### src/rtl/core/soafi_pkg.sv
// ----------------------------------------------------------------------------
// soafi_pkg
// Shared types and constants of the salted open-addressing hash table:
// request and response items, request codes and controller/datapath links.
// ----------------------------------------------------------------------------
package soafi_pkg;

	localparam int HASH_W     = 64;
	localparam int KEY_W      = 64;
	localparam int ROW_W      = 12;
	localparam int SALT_W     = 16;
	localparam int SALT_LSB   = 48;
	localparam int STEP_LSB   = 59;
	localparam int STEP_W     = HASH_W - STEP_LSB;
	localparam int REQ_W      = 2;
	localparam int CAP_LG_W   = 4;
	localparam int CAP_LG_MIN = 5;

	localparam logic [CAP_LG_W-1:0] CAP_LG_RESET = 4'd12;

	// Request codes.
	localparam logic [REQ_W-1:0] REQ_FIND   = 2'd0;
	localparam logic [REQ_W-1:0] REQ_REHASH = 2'd1;
	localparam logic [REQ_W-1:0] REQ_CLEAR  = 2'd2;
	localparam logic [REQ_W-1:0] REQ_NONE   = 2'd3;

	typedef struct packed {
		logic [REQ_W-1:0]  req_type;
		logic [HASH_W-1:0] hash;
		logic [KEY_W-1:0]  group_key;
		logic [ROW_W-1:0]  new_row;
	} req_t;

	typedef struct packed {
		logic [ROW_W-1:0] owner_row;
		logic             inserted;
		logic             status;
	} rsp_t;

	typedef struct packed {
		logic              valid;
		logic [SALT_W-1:0] salt;
		logic [ROW_W-1:0]  row;
	} slot_entry_t;

	typedef enum logic [1:0] {
		RES_ZERO,
		RES_INSERT,
		RES_MATCH,
		RES_FULL
	} res_kind_t;

	typedef struct packed {
		logic      load_req;
		logic      sweep_start;
		logic      sweep_step;
		logic      slot_rd;
		logic      slot_wr_clear;
		logic      slot_wr_claim;
		logic      key_rd;
		logic      advance;
		logic      res_load;
		res_kind_t res_kind;
		logic      out_load;
	} dp_cmd_t;

	typedef struct packed {
		logic slot_empty;
		logic salt_hit;
		logic key_hit;
		logic last_try;
		logic sweep_last;
	} dp_stat_t;

endpackage

### src/rtl/core/soafi_ctrl.sv
// ----------------------------------------------------------------------------
// soafi_ctrl
// Controller of the hash table: sequences the slot sweep, the probe tries
// and the output register handshake.
// ----------------------------------------------------------------------------
module soafi_ctrl
	import soafi_pkg::*;
(
	input  logic             clk,
	input  logic             arst_n,
	input  logic             req_valid,
	output logic             req_ready,
	input  logic [REQ_W-1:0] req_type,
	output logic             rsp_valid,
	input  logic             rsp_ready,
	input  dp_stat_t         st,
	output dp_cmd_t          cmd
);

	typedef enum logic [2:0] {
		INIT,
		SWEEP_INIT,
		IDLE,
		PROBE,
		CHECK_SLOT,
		CHECK_KEY,
		SWEEP_CLR,
		EMIT
	} state_t;

	state_t state_q;
	state_t state_d;
	logic   rsp_valid_q;

	always_comb begin
		cmd       = '0;
		cmd.res_kind = RES_ZERO;
		state_d   = state_q;
		req_ready = (state_q == IDLE);
		unique case (state_q)
			INIT: begin
				cmd.sweep_start = 1'b1;
				state_d         = SWEEP_INIT;
			end
			SWEEP_INIT: begin
				cmd.slot_wr_clear = 1'b1;
				cmd.sweep_step    = 1'b1;
				if (st.sweep_last) begin
					state_d = IDLE;
				end
			end
			IDLE: begin
				if (req_valid) begin
					cmd.load_req = 1'b1;
					unique case (req_type)
						REQ_FIND, REQ_REHASH: begin
							state_d = PROBE;
						end
						REQ_CLEAR: begin
							cmd.sweep_start = 1'b1;
							state_d         = SWEEP_CLR;
						end
						REQ_NONE: begin
							cmd.res_load = 1'b1;
							cmd.res_kind = RES_ZERO;
							state_d      = EMIT;
						end
						default: begin
							state_d = IDLE;
						end
					endcase
				end
			end
			PROBE: begin
				cmd.slot_rd = 1'b1;
				state_d     = CHECK_SLOT;
			end
			CHECK_SLOT: begin
				priority if (st.slot_empty) begin
					cmd.slot_wr_claim = 1'b1;
					cmd.res_load      = 1'b1;
					cmd.res_kind      = RES_INSERT;
					state_d           = EMIT;
				end else if (st.salt_hit) begin
					cmd.key_rd = 1'b1;
					state_d    = CHECK_KEY;
				end else if (st.last_try) begin
					cmd.res_load = 1'b1;
					cmd.res_kind = RES_FULL;
					state_d      = EMIT;
				end else begin
					cmd.advance = 1'b1;
					state_d     = PROBE;
				end
			end
			CHECK_KEY: begin
				priority if (st.key_hit) begin
					cmd.res_load = 1'b1;
					cmd.res_kind = RES_MATCH;
					state_d      = EMIT;
				end else if (st.last_try) begin
					cmd.res_load = 1'b1;
					cmd.res_kind = RES_FULL;
					state_d      = EMIT;
				end else begin
					cmd.advance = 1'b1;
					state_d     = PROBE;
				end
			end
			SWEEP_CLR: begin
				cmd.slot_wr_clear = 1'b1;
				cmd.sweep_step    = 1'b1;
				if (st.sweep_last) begin
					cmd.res_load = 1'b1;
					cmd.res_kind = RES_ZERO;
					state_d      = EMIT;
				end
			end
			EMIT: begin
				if (!rsp_valid_q || rsp_ready) begin
					cmd.out_load = 1'b1;
					state_d      = IDLE;
				end
			end
			default: begin
				state_d = INIT;
			end
		endcase
	end

	always_ff @(posedge clk or negedge arst_n) begin
		if (!arst_n) begin
			state_q     <= INIT;
			rsp_valid_q <= 1'b0;
		end else begin
			state_q <= state_d;
			if (cmd.out_load) begin
				rsp_valid_q <= 1'b1;
			end else if (rsp_ready) begin
				rsp_valid_q <= 1'b0;
			end
		end
	end

	assign rsp_valid = rsp_valid_q;

	a_one_at_a_time: assert property (@(posedge clk) disable iff (!arst_n)
		req_valid && req_ready |=> !req_ready)
		else $error("second item taken while one is in work");

	a_claim_ends: assert property (@(posedge clk) disable iff (!arst_n)
		(state_q == CHECK_SLOT) && st.slot_empty |=> state_q == EMIT)
		else $error("empty slot did not end the probe");

	a_load_shows: assert property (@(posedge clk) disable iff (!arst_n)
		cmd.out_load |=> rsp_valid_q)
		else $error("output register loaded but not shown as valid");

endmodule

### config.mk
export PLATFORM = sky130hd
export DESIGN_NAME = soafi_ctrl
export DESIGN_NICKNAME = d
export VERILOG_FILES = /design/src/rtl/core/soafi_pkg.sv /design/src/rtl/core/soafi_ctrl.sv
export SDC_FILE = /design/constraint.sdc
export NUM_CORES = 1
export LEC_CHECK = 0
export BUFFER_PORTS_ARGS = -buffer_cell sky130_fd_sc_hd__buf_2
export CAP_MARGIN = 10
export CORE_AREA = 3 3 40 42
export CTS_BUF_LIST = sky130_fd_sc_hd__clkbuf_4 sky130_fd_sc_hd__clkbuf_8 sky130_fd_sc_hd__clkbuf_16
export DETAILED_ROUTE_END_ITERATION = 16
export DIE_AREA = 0 0 43 45
export PLACE_DENSITY_LB_ADDON = 0.2
export SETUP_SLACK_MARGIN = 0.5
export SLEW_MARGIN = 20
export SYNTH_ARGS = -nofsm -noshare
export SYNTH_HDL_FRONTEND = slang
export SYNTH_SLANG_ARGS = --single-unit
### constraint.sdc
create_clock -name clk -period 2.7 [get_ports clk]
set_clock_uncertainty 0.15 [all_clocks]
set_input_delay 0.135 -clock clk [delete_from_list [all_inputs] [get_ports clk]]
set_output_delay 0.135 -clock clk [all_outputs]
set_load 0.01 [all_outputs]
; ---- Yosys cells after proc, flatten, opt, wreduce, memory -nomap -nowiden
; Index checks and enable logic that the tools add are counted.
[word_totals]
ff_bits = 4
in_bits = 11
output_inout_bits = 14
word_cells = 59
[classes]
n_eq_ne = 14
muxes = 35
n_reduce_logical = 8
[op_table]
columns = op, n
row1 = 2-to-1 mux 3 bit, 14
row2 = one-hot mux 3 bit (8 select lines), 1
row3 = == test 3 bit (second input constant), 4
row4 = 2-to-1 mux 1 bit, 12
row5 = one-hot mux 3 bit (4 select lines), 1
row6 = one-hot mux 3 bit (3 select lines), 1
row7 = != test 2 bit (second input constant), 4
row8 = == test 3 x 2 -> 1 bit (second input constant), 2
row9 = 2-to-1 mux 2 bit, 3
row10 = == test 2 bit (second input constant), 2
row11 = 2-to-1 mux 4 bit, 1
row12 = one-hot mux 1 bit (2 select lines), 2
row13 = AND reduction 4 bit, 1
row14 = OR reduction 2 bit, 2
row15 = == test 3 x 1 -> 1 bit (second input constant), 1
row16 = zero test 3 bit, 1
row17 = == test 2 x 1 -> 1 bit (second input constant), 1
row18 = zero test 2 bit, 1
row19 = nonzero test 2 bit, 1
row20 = zero test 1 bit, 1
row21 = logical OR 1 bit, 1

; ---- Depth between registers and ports, before layout
; Gate-level depths: netlist of the first run.
[depth]
word_depth = 5
depth_mapped = 6
mapped_depth_nobuf = 4

; ---- Worst setup path before layout of the first run
; Ideal clock, no wire load.
[synth_timing]
kind = register to register
startpoint = register state_q[2]
endpoint = register state_q[2]
setup_ps = 79
arrival_ps = 1258
t_required_ps = 2471
path_slack_ps = 1213
stages_incl_launch_ff = 6
path_buffers = 1
period_less_slack_ps = 1487
cell_sequence = dfrtp_1 buf_6 or3_1 a21oi_2 a21o_1 mux2i_1
[synth_between]
elab_chain_cells = 3
word_cells_on_any_way = 14
classes_between = eq/ne: 11 / mux: 1 / reduce/logical: 2
[synth_lines]
columns = element, line_no
row1 = start: declaration, soafi_ctrl.sv:31  ; state_t state_q;
row2 = start signal: assignment, soafi_ctrl.sv:136  ; state_q <= state_d;
row3 = "== test 3 bit, or another cell as far along", soafi_ctrl.sv:40  ; unique case (state_q)
row4 = != test 2 bit (no line), -
row5 = AND reduction 4 bit (no line), -
; Several ways; a longest one is shown, not always the timed one.
; A chain may end at the register's enable or synchronous reset.

==> results.md, run 1 <==
- Status: finished, final reports clean
- Worst setup SP type: register
- Final hold slack: 81.6 ps
- First-pass GRT wire length: 2190 microns
- Met3 usage: 3.98%
- Antenna cell count: 0
- Die Area: 0.00194 sq mm
- Worst min path class: in -> async
- Vias in the first global route: 514
- Fmax: 516 MHz
- Post-synthesis sequential area ratio: 20.5%
- Flop and latch count out of synthesis: 4
- H-tree levels: 1
- Met2 track demand over resource: 21.9%
- Gpl congestion: 0.720
- Via count: 573
- CP Max Fanout: 16
- Mapped cell area: 488 sq um
- Initial antenna violation count: 0
- Nets: 106
- Leakage: 0.328 nW
- Grt ovf: 0
- Share of cells above drive strength 1: 30.1%
- Synthesized Nets: 82
- Pwr dens: 802 mW/mm^2
- Gr usage total: 14.8%
- Largest net degree at the start of global routing: 23
- Unrepaired setup endpoints after global routing: false
- # DRC: 0
- DP HPWL: 955 microns
- GRT busiest layer: met2
- Minimum clock period: 1940 ps
- Crit. End Element: primary output
- Final Power: 0.000502 W
- CTS max path bufs: 2
- CTS tree: yes
- Post-detailed-route count of antenna-violating nets: 0
- Max-cap violation count: 0
- Total clock buffers created by CTS: 3
- Peak supply drop: 0.000491 V
- I/O pins: 25
- Die Ht: 45 microns
- Routed len/inst: 11.8 microns
- Fin. Hold Viols: 0
- Worst flop-to-flop path endpoint: state_q[2]
- Worst r2r src: state_q[0]
- Clock latency on the worst-skew pair: 230 ps
- Worst slew pin tran: 561 ps
- Core ar.: 0.00128 sq mm
- Rel. slew slack: 62.6%
- Clock-pin slew on the worst setup and hold paths: 40 ps
- Final period utilization: 71.8%
- Num rows: 13
- Fill count: 142
- Final setup fails: 0
- Distinct cells, synth: 29
- WL final: 1270 microns
- Vias per cell: 5.31
- Pins Over Slew Limit: 0
- Port bufs: 24
- R2R cell count: 4
- Initial DRC count: 16
- Setup Buffers After CTS: 0
- Flop-to-flop setup slack: 970 ps
- Mean Syn Cell Area: 6.87 sq um
- Area Growth Syn to Fin: 28.5%
- Setup TNS: 0 ps
- Kind of critical path: reg -> out
- Die X: 43 microns
- Starting density of the core: 38.0%
- CTS Root Cell: clkbuf_4
- M1 GR Usage: 19.2%
- Drt first pass iters: 4
- Clock Sinks: 4
- Worst Path Arrival: 1650 ps
- WP data required: 2410 ps
- Syn. warnings: 0
- Cells after synthesis: 71
-- synth_stat cells --
cell,count,area share (%)
a211oi_1,1,1.5
a21o_1,3,4.6
a21oi_1,6,6.2
a21oi_2,1,1.8
a2bb2oi_1,1,1.8
and3_1,2,2.6
buf_2,4,4.1
buf_4,1,1.5
buf_6,1,2.3
clkbuf_1,1,0.77
dfrtp_1,4,21
inv_1,6,4.6
mux2i_1,1,2.1
nand2_1,4,3.1
nand2b_1,1,1.3
nand3_1,2,2.1
nand3b_1,2,3.1
nand4_1,2,2.6
nand4b_1,1,1.8
nor2_1,6,4.6
nor2b_1,2,2.6
nor3_1,4,4.1
nor3b_1,2,3.1
nor4_1,1,1.3
o21ai_0,5,5.1
o22a_1,1,1.8
o311a_1,1,2.1
o31ai_1,3,4.6
or3_1,2,2.6
-- state kept, by name, summed over array words and instances (netlist names) --
name       flops
rsp_valid      1
state_q        3
-- cell type report --
cell class                      count  area, sq um  share of cell area, %
Tap cell                           15         18.8                   2.99
Multi-Input combinational cell     54          323                   51.5
Inverter                            6         22.5                   3.59
Timing Repair Buffer               26          140                   22.4
Sequential cell                     4          100                   16.0
Clock buffer                        3         22.5                   3.59
-- placed cells by master (no fill, tap or decap), types with 4 or more instances in the layout --
master	count
buf_2	24
inv_1	6
a21oi_1	6
nor2_1	6
o21ai_0	5
nor3_1	4
nand2_1	4
dfrtp_1	4
-- timing repair --
| item | CTS | global route |
|---|---|---|
| endpoints found under the hold margin | 5 | 0 |
| hold buffers | 2 | 0 |
| resized for setup | 0 | 0 |
-- worst max-delay path, stage by stage, from the launching register on --
cell and delay [ps]:
dfrtp_1 520, inv_1 270, nand2_1 120, o22a_1 220, o21ai_0 130, buf_2 150
-- routing by layer --
metal	routed length, microns	vias up	part of all wire [%]
met1	626	249	49
met2	539	24	42
li1	-	298	-
met3	94	2	7.4
met5	0	-	0
met4	13	0	1.0
-- power by group --
part / internal, W / leakage [nW] / total [W] / switching, W
clock network: 0.0000497 / 0.0138 / 0.0000734 / 0.0000237
registers: 0.0000819 / 0.0432 / 0.000155 / 0.0000730
logic: 0.000133 / 0.271 / 0.000274 / 0.000141
total: 0.000264 / 0.328 / 0.000502 / 0.000238
-- cells by family after synthesis --
family / after synthesis / synth area share, %
AO/OA/AOI/OAI: 22 / 29.5
buffers and inverters: 13 / 13.3
flip-flops: 4 / 20.5
multiplexers: 1 / 2.05
AND/OR/NAND/NOR: 31 / 34.6
-- stage by stage --
stage                     instances  utilization [%]  worst slack, ps  area, sq um
after floorplan                  71                -             1210          488
after global placement          103             45.5             1010          584
after detailed placement        103             45.5              981          584
after CTS                       108             48.8              745          627
after global routing            108             48.8              555          627
final                           108             48.8              763          627
-- how the worst max path moves through the flow --
stage                     slack [ps]         end        from
after floorplan                 1210  state_q[2]  state_q[2]
after global placement          1010  state_q[2]  state_q[0]
after detailed placement         980  state_q[2]  state_q[0]
after CTS                        740      cmd[3]  state_q[1]
after global routing             550      cmd[3]  state_q[0]
final                            760      cmd[3]  state_q[1]
(Power assumes the default switching activity.)
==> run 2, diff against run 1 <==
- clock period: 2.7 -> 1.75 ns (I/O delays scaled with it)
==> run 2 against run 1 <==
  * Via count rose by 22%
  * Hold slack got worse by 41 ps
  * Global-route usage rose by 3.8 points
  * Design area up 44%
  * Final cell count rose by 19%
  * Combinational power grew to 3.3 times the previous value
  * Largest power group unchanged
  * Clock power grew 58%
  * Routed wire length rose by 50%
  * Highest routed layer unchanged
  * Die area unchanged
  * Non-clock buffer count rose by 20
  * First-iteration DRC count grew 13%
==> results.md, run 2 (synthesized netlist as in run 1, its figures left out) <==
- Starting density of the core: 38.0% (unchanged)
- Drt first pass iters: 4 (unchanged)
- CTS max path bufs: 2 (unchanged)
- Crit path cell chain: buf_4 -> or3_1 -> nand3_1 -> o311a_1 -> mux2i_1
- H-tree levels: 1 (unchanged)
- Setup TNS: 0 ps (unchanged)
- Worst setup SP type: register
- I/O pins: 25 (unchanged)
- Clock latency on the worst-skew pair: 230 ps (about the same)
- CP max stage delay: 450 ps (-70 ps)
- Most common cell after layout, fill and taps aside: buf_2
- Max-cap violation count: 0 (unchanged)
- Fmax: 630 MHz
- Routed len/inst: 14.9 microns (+27%)
- Clock Sinks: 4 (unchanged)
- DP HPWL: 1050 microns (+10%)
- Unrepaired setup endpoints after global routing: true
- Core ar.: 0.00128 sq mm (unchanged)
- Vias in the first global route: 616 (+20%)
- Grt ovf: 0 (unchanged)
- Vias per cell: 5.45 (+2.6%)
- Place WS: 194 ps (-786 ps)
- Gpl congestion: 0.803 (+11%)
- Die Ht: 45 microns (unchanged)
- Worst Path Arrival: 1550 ps (-100 ps)
- Most frequent cells in the layout: buf_2, buf_4, nor2_1, buf_6, a21oi_1
- Leakage: 0.443 nW (+35%)
- Initial DRC count: 18 (+2)
- Gr usage total: 18.5% (+3.8 points)
- Pins Over Slew Limit: 0 (unchanged)
- Pint: 0.000669 W (+150%)
- Total clock buffers created by CTS: 3 (unchanged)
- Kind of critical path: reg -> reg
- Crit. End Element: register
- Combinational share of power: 74.8% (+20 points)
- CTS tree: yes
- Initial antenna violation count: 0 (unchanged)
- WL final: 1910 microns (+50%)
- Nets: 126 (+19%)
- Most flop-heavy register: state_q
- Antenna cell count: 0 (unchanged)
- Final setup margin: 162 ps (-600 ps)
- Pwr dens: 1330 mW/mm^2 (+65%)
- Max reg flops: 3 (unchanged)
- Minimum clock period: 1590 ps
- Largest net degree at the start of global routing: 12 (-48%)
- Area of the multi-input gates: 404 sq um (+25%)
- Fin. Hold Viols: 0 (unchanged)
- Die Area: 0.00194 sq mm (unchanged)
- First-pass GRT wire length: 2800 microns (+28%)
- Worst min path class: in -> async
- Clock power share: 9.8% (-4.8 points)
- # DRC: 0 (unchanged)
- CP Max Fanout: 8 (-8)
- Port bufs: 24 (unchanged)
- Fill count: 113 (-20%)
- Via count: 697 (+22%)
- Register Area: 104 sq um (+3.8%)
- Final period utilization: 90.7%
- Seq pwr share: 15.5% (-15 points)
- Peak supply drop: 0.000856 V (+74%)
- Status: finished, final reports clean
- Final setup fails: 0 (unchanged)
- Clock-pin slew on the worst setup and hold paths: 40 ps (about the same)
- Rel. slew slack: 81.8% (+19 points)
- Worst slew pin tran: 273 ps (-289 ps)
- CTS Root Cell: clkbuf_4
- WP data required: 1710 ps (-700 ps)
- Sw frac: 43.9% (-3.5 points)
- Share of cells above drive strength 1: 59.3% (+29 points)
- Post-detailed-route count of antenna-violating nets: 0 (unchanged)
- Sw power: 0.000524 W (+120%)
- Area Growth Syn to Fin: 84.4%
- Crit-path slowest cell: dfrtp_2
- Die X: 43 microns (unchanged)
- Num rows: 13 (unchanged)
==> run 2: layout make-up <==
class                           instances  share of cell area [%]
Tap cell                               15                    2.09
Sequential cell                         4                    11.5
Timing Repair Buffer                   46                    35.9
Clock buffer                            3                    2.50
Inverter                                6                    3.06
Multi-Input combinational cell         54                    44.9
==> run 2: metrics by stage <==
step                      power, W  utilization (%)  std cells  instance area, sq um  hold slack [ps]
after CTS                  0.00101             59.7        119                   767             35.6
after global placement    0.000722             48.5        107                   623             -256
after detailed placement  0.000730             48.5        107                   623             -254
after global routing       0.00128             70.0        128                   900             56.1
after floorplan           0.000580                -         71                   498             -358
final                      0.00119             70.0        128                   900             40.8
==> run 2: power groups by stage <==
stage                     Clock (W)  Combinational (W)  Sequential (W)
after floorplan                   0           0.000425        0.000155
after global placement            0           0.000540        0.000182
after detailed placement          0           0.000544        0.000186
after CTS                  0.000118           0.000714        0.000180
after global routing       0.000124           0.000962        0.000190
final                      0.000116           0.000891        0.000185
==> run 2: repair_timing <==
action | 4_1_cts | 5_1_grt
buffers inserted | 7 | 9
hold endpoints to repair | 5 | 0
pin swaps | 5 | 5
endpoints found under the setup margin | 16 | 16
gates resized for setup | 14 | 17
hold buffers | 2 | 0
==> run 2: final timing paths <==
| check | startpoint | endpoint | cells past startpoint | slack, ps |
|---|---|---|---|---|
| worst max-delay path | state_q[2] | state_q[2] | 5 | 160 |
| worst min-delay path | arst_n | state_q[0] | 2 | 40 |
| worst max register to register | state_q[2] | state_q[2] | 5 | 160 |
| worst min register to register | rsp_valid | rsp_valid | 2 | 450 |
| max in group asynchronous | arst_n | state_q[2] | 2 | 1270 |
| min in group clk | st[0] | state_q[2] | 4 | 150 |
==> run 2: worst max-delay path, delay by kind of cell (launching register included) <==
kind / cells / cell delay (ps)
and+or+nand+nor: 2 / 440
muxes: 1 / 70
DFF: 1 / 450
AOI/OAI and AO/OA: 1 / 190
buffers and inverters: 1 / 170
==> run 2: layer usage <==
layer  part of all wire, %  vias to the layer above  track usage (%)
met5                     0                        -                0
met4                  0.89                        0             4.82
met3                   7.4                        2             4.78
met2                    49                       36             31.4
met1                    43                      322             23.6
li1                      -                      337                -
==> run 3, diff against run 2 <==
- CELL_PAD_IN_SITES_DETAIL_PLACEMENT: not set -> 1
- CELL_PAD_IN_SITES_GLOBAL_PLACEMENT: not set -> 1
- CORE_AREA: 3 3 40 42 -> not set
- CORE_MARGIN: not set -> 3
- CORE_UTILIZATION: not set -> 27
- CTS_BUF_LIST: sky130_fd_sc_hd__clkbuf_4 sky130_fd_sc_hd__clkbuf_8 sky130_fd_sc_hd__clkbuf_16 -> sky130_fd_sc_hd__clkbuf_4
- DIE_AREA: 0 0 43 45 -> not set
==> run 3 against run 2 <==
  * The flow now finishes with violations (setup timing)
  * Critical endpoint is now cmd[3]
  * Critical path depth grew 1
  * Combinational power rose by 14%
  * Core utilization is 10 points lower
  * Critical path type is now reg -> out
  * Via count grew 5.9%
  * Highest routed layer unchanged
  * Largest power group unchanged
==> results.md, run 3 (synthesized netlist as in run 1, its figures left out) <==
- Status: complete, but fails checks
- Failing checks: setup timing
- Share of cells above drive strength 1: 59.5% (+0.19 points)
- Num rows: 14 (+1)
- WP data required: 1510 ps (-200 ps)
- Final period utilization: 101% (+11 points)
- H-tree levels: 1 (unchanged)
- CP max stage delay: 460 ps (about the same)
- Fill count: 202 (+79%)
- Pins Over Slew Limit: 0 (unchanged)
- # DRC: 0 (unchanged)
- Clock-pin slew on the worst setup and hold paths: 40 ps (about the same)
- Leakage: 0.463 nW (+4.5%)
- Gr usage total: 20.7% (+2.1 points)
- I/O pins: 25 (unchanged)
- Final setup margin: -21.6 ps (-184 ps)
- CP Max Fanout: 8 (unchanged)
- Peak supply drop: 0.000856 V (about the same)
- Initial antenna violation count: 0 (unchanged)
- Most common cell after layout, fill and taps aside: buf_2
- Final setup fails: 1 (+1)
- Routed len/inst: 18.5 microns (+24%)
- Worst r2r src: state_q[2]
- Worst Path Arrival: 1530 ps (-20 ps)
- Initial DRC count: 16 (-2)
- Most frequent cells in the layout: buf_2, buf_4, buf_6
- Flop-to-flop setup slack: 130 ps (-30 ps)
- Worst setup SP type: register
- Worst flop-to-flop path endpoint: state_q[2]
- Rel. slew slack: 83.7% (+1.9 points)
- Crit path cell chain: buf_6 -> nand3b_1 -> o21ai_1 -> nand2_1 -> o21ai_2 -> buf_2
- Vias per cell: 5.27 (-3.2%)
- Via count: 738 (+5.9%)
- Max reg flops: 3 (unchanged)
- Minimum clock period: 1770 ps (+184 ps)
- Worst slew pin tran: 243 ps (-29.9 ps)
- Core ar.: 0.00159 sq mm (+24%)
- Antenna cell count: 0 (unchanged)
- Port bufs: 24 (unchanged)
- Crit path launch: state_q[0]
- WL final: 2590 microns (+36%)
- Drt first pass iters: 4 (unchanged)
- Total clock buffers created by CTS: 3 (unchanged)
- Crit-path slowest cell: dfrtp_2
- Area Growth Syn to Fin: 94.9%
- Gpl congestion: 0.708 (-12%)
- Worst min path class: in -> async
- Pwr dens: 1400 mW/mm^2 (+5.8%)
- Nets: 129 (+2.4%)
- Final Cell Area: 951 sq um (+5.7%)
- CTS tree: yes
- R2R cell count: 5 (unchanged)
- Clock Sinks: 4 (unchanged)
- CTS max path bufs: 2 (unchanged)
- Fmax: 564 MHz (-10%)
- Max-cap violation count: 0 (unchanged)
- Largest net degree at the start of global routing: 9 (-3)
- Die Ht: 48.5 microns (+7.8%)
- DP HPWL: 1300 microns (+23%)
- Kind of critical path: reg -> out
- Vias in the first global route: 792 (+29%)
- Fin. Hold Viols: 0 (unchanged)
- First-pass GRT wire length: 3770 microns (+35%)
- Unrepaired setup endpoints after global routing: true
- Grt ovf: 0 (unchanged)
- Starting density of the core: 30.6% (-7.4 points)
- Final Power: 0.00133 W (+12%)
- Die Area: 0.00235 sq mm (+22%)
- Clock latency on the worst-skew pair: 230 ps (about the same)
- Die X: 48.5 microns (+13%)
- Final Util: 59.7% (-10 points)
- Post-detailed-route count of antenna-violating nets: 0 (unchanged)
- Most flop-heavy register: state_q
- Placed Area: 634 sq um (+1.8%)
- CTS Root Cell: clkbuf_4
- Final hold slack: 65.9 ps (+25.1 ps)
- Crit. End Element: primary output
[run 3: layout make-up]
cell class	instances	area [sq um]	share of cell area, %
clock buffer	3	22.5	2.37
inverter	6	30.0	3.16
multi-input combinational	54	400	42.1
sequential	4	104	10.9
tap	24	30.0	3.16
timing repair buffer	49	364	38.3
[run 3: layer usage]
| metal | part of all wire, % | wire length (microns) | GRT usage (%) |
|---|---|---|---|
| met5 | 0 | 0 | 0 |
| met2 | 54 | 1410 | 38.5 |
| met4 | 4.1 | 106 | 12.3 |
| met1 | 38 | 997 | 21.9 |
| met3 | 3.0 | 77 | 2.76 |
[run 3: power by group]
part / internal (W) / switching [W] / leakage [nW]
combinational: 0.000531 / 0.000491 / 0.409
sequential: 0.000132 / 0.0000646 / 0.0411
clock: 0.0000767 / 0.0000378 / 0.0138
[run 3: worst max path at each step]
stage | slack (ps) | to
CTS | 180 | cmd[3]
finish | -20 | cmd[3]
global placement | 190 | state_q[2]
detailed placement | 150 | state_q[2]
global route | -40 | cmd[3]
floorplan | 320 | state_q[2]
[run 3: critical path: cells and delay by family (launching register included)]
family                 cells  cell delay [ps]
AO/OA/AOI/OAI              2              220
buffers and inverters      2              320
flip-flops                 1              460
AND/OR/NAND/NOR            2              290
[run 3: timing repair]
action	in CTS	in global routing
setup buffers	13	6
pin swaps	8	4
setup endpoints to repair	16	16
hold buffers	2	0
endpoints found under the hold margin	5	0
gates resized for setup	26	11
[run 3: stage by stage]
step / worst slack [ps] / setup TNS [ps] / instances
after floorplan: 317 / 0 / 71
after global placement: 192 / 0 / 116
after detailed placement: 152 / 0 / 116
after CTS: 181 / 0 / 134
after global routing: -43.8 / -43.8 / 140
final: -21.6 / -21.6 / 140
